`config.mk`:
```
export PLATFORM = sky130hd
export DESIGN_NAME = qpit_ram
export DESIGN_NICKNAME = d
export VERILOG_FILES = /design/src/hw/rtl/qpit_ram.sv
export SDC_FILE = /design/constraint.sdc
export NUM_CORES = 1
export LEC_CHECK = 0
export BUFFER_PORTS_ARGS = -buffer_cell sky130_fd_sc_hd__buf_4
export CAP_MARGIN = 40
export CORE_UTILIZATION = 50
export DETAILED_ROUTE_END_ITERATION = 8
export PLACE_DENSITY_LB_ADDON = 0.1
export SKIP_CTS_REPAIR_TIMING = 1
export SYNTH_ARGS = -nofsm -noshare
export SYNTH_HDL_FRONTEND = slang
export SYNTH_SLANG_ARGS = --single-unit
export TNS_END_PERCENT = 50
```
`constraint.sdc`:
```
create_clock -name i_clk -period 6.7 [get_ports i_clk]
set_input_delay 0.335 -clock i_clk [delete_from_list [all_inputs] [get_ports i_clk]]
set_output_delay 0.335 -clock i_clk [all_outputs]
set_load 0.1 [all_outputs]
```
`src/hw/rtl/qpit_ram.sv`:
```
// qpit_ram: generic single-write, single-read RAM with registered read data.
// No dependencies.
`timescale 1ns / 1ps

module qpit_ram #(
    parameter int WIDTH = 72,
    parameter int DEPTH = 8
) (
    input  logic                     i_clk,
    input  logic                     i_we,
    input  logic [$clog2(DEPTH)-1:0] i_waddr,
    input  logic [WIDTH-1:0]         i_wdata,
    input  logic [$clog2(DEPTH)-1:0] i_raddr,
    output logic [WIDTH-1:0]         o_rdata
);

    logic [WIDTH-1:0] r_mem [DEPTH];
    logic [WIDTH-1:0] r_rdata;

    always_ff @(posedge i_clk) begin
        if (i_we) begin
            r_mem[i_waddr] <= i_wdata;
        end
        r_rdata <= r_mem[i_raddr];
    end

    assign o_rdata = r_rdata;

endmodule

```
==> flow_summary_export.csv <==
group,metric,value,unit
clock_network,cts.sinks,648,
placed_design,hpwl,22400,µm
synth,ys.warnings.count,0,
power_and_ir_drop,p_sw,2.05,mW
synth,synthArstFlopShare,0,
worst_setup_path,critPathBufInv,3,
worst_setup_path,crit_required,6900,ps
sta,finalSetupTns,0,ps
run,cap_violations,0,
worst_setup_path,critPathTopFamily,"buffers and inverters",
routing,detail-route-antenna-nets,0,
layout,utilization,0.613,
floorplan,coreArea,45800,µm²
power_and_ir_drop,p_seq_frac,0.511,
worst_setup_path,critical-path-max-stage-delay,630,ps
routing,dr.pass1.iters,5,
layout,nFillCells,3200,
worst_setup_path,reg2reg_setup_slack,5430,ps
sta,whs,7.78,ps
synth,synth.net_count,997,
synth,netlist-cell-type-count,15,
min_path,hp-class,"primary input to flip-flop",
layout,n_antenna_cell,0,
layout,most-common-layout-cells,"576 x edfxtp_1, 168 x buf_4, 144 x mux4_2",
synth,netlist_area,23400,µm²
power_and_ir_drop,intPower,6.97,mW
power_and_ir_drop,switching_share,0.227,
routing,drt_wl_total,44300,µm
worst_setup_path,end_kind,"flip-flop",
clock_network,clk_pin_slew,60,ps
clock_network,insertion_delay,560,ps
synth,ys.flop_type,"edfxtp_1",
synth,ys_seq_area_frac,0.802,
floorplan,die_w,218,µm
global_route,track_usage,0.190,
power_and_ir_drop,clock_power_share,0.393,
synth,ys_ff_latch,648,
sta,tightest_slew,978,ps
floorplan,initial_core_util,0.511,
worst_setup_path,cpMostUsedCell,"buf_4",
sta,hold_viol,0,
global_route,grt_pass1_wl,65500,µm
power_and_ir_drop,power_frac_comb,0.096,
routing,wl_per_cell,24.1,µm
layout,seqCellArea,18700,µm²
routing,drt-initial-drc-count,754,
synth,syn_inst,917,
sta,setup_viol,0,
worst_setup_path,worstPathCellList,"buf_4 > nand2b_1 > nor2_4 > buf_4 > buf_4",
run_status,status,"completed",
sta,max_freq,0.439,GHz
worst_setup_path,path_class,"primary input to flip-flop",
global_route,grt_max_degree,78,
power_and_ir_drop,p_per_area,322,nW/µm²
worst_setup_path,crit_path_start_kind,"primary input",
power_and_ir_drop,max-vdd-ir-drop,0.000211,V
sta,finalCriticalPeriod,2280,ps
clock_network,root_buffer,"clkbuf_16",
floorplan,ios,152,
worst_setup_path,worstPathMaxFanout,40,
floorplan,row_count,78,
worst_setup_path,cp.arrival,2470,ps
sta,clock_skew,6.84,ps
clock_network,h-tree-depth,3,
worst_setup_path,crit_slowest_cell,"buf_4",
sta,maxSlewViolCount,0,
routing,vias_per_cell,5.51,
layout,multi_input_area,4390,µm²
routing,drc_errors,0,
power_and_ir_drop,p_leak,9.51,nW
layout,area_delta_synth_final,20.0,%
global_route,grt_antenna_before_repair,0,
global_route,grt_pass1_vias,10400,
routing,vias,10100,
sta,relSlewSlack,0.348,
clock_network,clockBufferDepth,3,
placed_design,finalWeightedCongestion,0.680,
clock_network,cts_buffers,68,
layout,final_nets,1265,
layout,layout-drive-gt1-share,0.396,
floorplan,dieArea,47600,µm²
floorplan,die_y,218,µm
synth,synth_edf_count,576,
placed_design,port_buffers,151,
layout,final_common_cell,"edfxtp_1",
global_route,overflow,0,
synth,syn_area_per_cell,25.5,µm²
sta,min_period_over_period,0.340,
clock_network,cts_tree,"done",
sta,rsz0062_at_grt,"no",
worst paths after layout:
| check | startpoint | to | depth (start not counted) |
|---|---|---|---|
| min reg2reg | r_mem[7][68]$_DFFE_PP_ | o_rdata[68]$_DFF_P_ | 2 |
| max | i_waddr[2] | r_mem[1][49]$_DFFE_PP_ | 5 |
| min | i_wdata[71] | r_mem[4][71]$_DFFE_PP_ | 1 |
| max reg2reg | r_mem[5][42]$_DFFE_PP_ | o_rdata[42]$_DFF_P_ | 2 |
per-stage QoR:
| stage | total power, mW | std cells | cell area, µm² | setup slack, ps |
|---|---|---|---|---|
| 2_1_floorplan | 5.30 | 917 | 23400 | 708 |
| 3_3_place_gp | 5.52 | 1647 | 25200 | 3790 |
| 3_5_place_dp | 5.54 | 1652 | 25300 | 3780 |
| 4_1_cts | 9.11 | 1775 | 27400 | 4370 |
| 5_1_grt | 9.32 | 1838 | 28100 | 4250 |
| 6_report | 9.02 | 1838 | 28100 | 4420 |
cell type report:
type,count,area share
clock inverter,23,0.00571
timing repair buffer,238,0.0728
clock buffer,100,0.0702
sequential,648,0.668
tap,600,0.0268
multi-input combinational,229,0.157
sequential cells by signal (all words and copies together), names as in the netlist:
| name | flops |
|---|---|
| r_mem | 576 |
| o_rdata | 72 |
per-layer routing:
metal,track usage,wire (µm),up-vias
li1,-,-,4420
met3,0.0423,2140,66
met5,0,0,-
met2,0.301,21400,231
met4,0.0557,679,0
met1,0.267,20000,5407
synth_stat cells (3+ instances only):
cell / count / area [µm²]
mux2_4: 60 / 901
nand2b_1: 3 / 18.8
buf_1: 6 / 22.5
edfxtp_1: 576 / 17300
buf_2: 16 / 80.1
nor2_1: 6 / 22.5
clkbuf_1: 9 / 33.8
dfxtp_1: 72 / 1440
mux2_2: 12 / 135
mux4_2: 144 / 3240
buf_12: 7 / 140
power groups by stage:
stage | sequential [mW] | clock [mW] | combinational, mW
final | 4.61 | 3.55 | 0.862
after global routing | 4.62 | 3.80 | 0.901
after detailed placement | 4.69 | 0 | 0.843
after global placement | 4.69 | 0 | 0.830
after CTS | 4.61 | 3.65 | 0.844
after floorplan | 5.03 | 0 | 0.270
cell families (layout without fill, tap and decap cells):
logic type,after synthesis,after routing,share of synthesized area
buf+inv,40,361,0.0125
flops,648,648,0.802
mux,216,216,0.183
simple gates,13,13,0.00252
No activity file was read; power rests on OpenSTA's default activity.
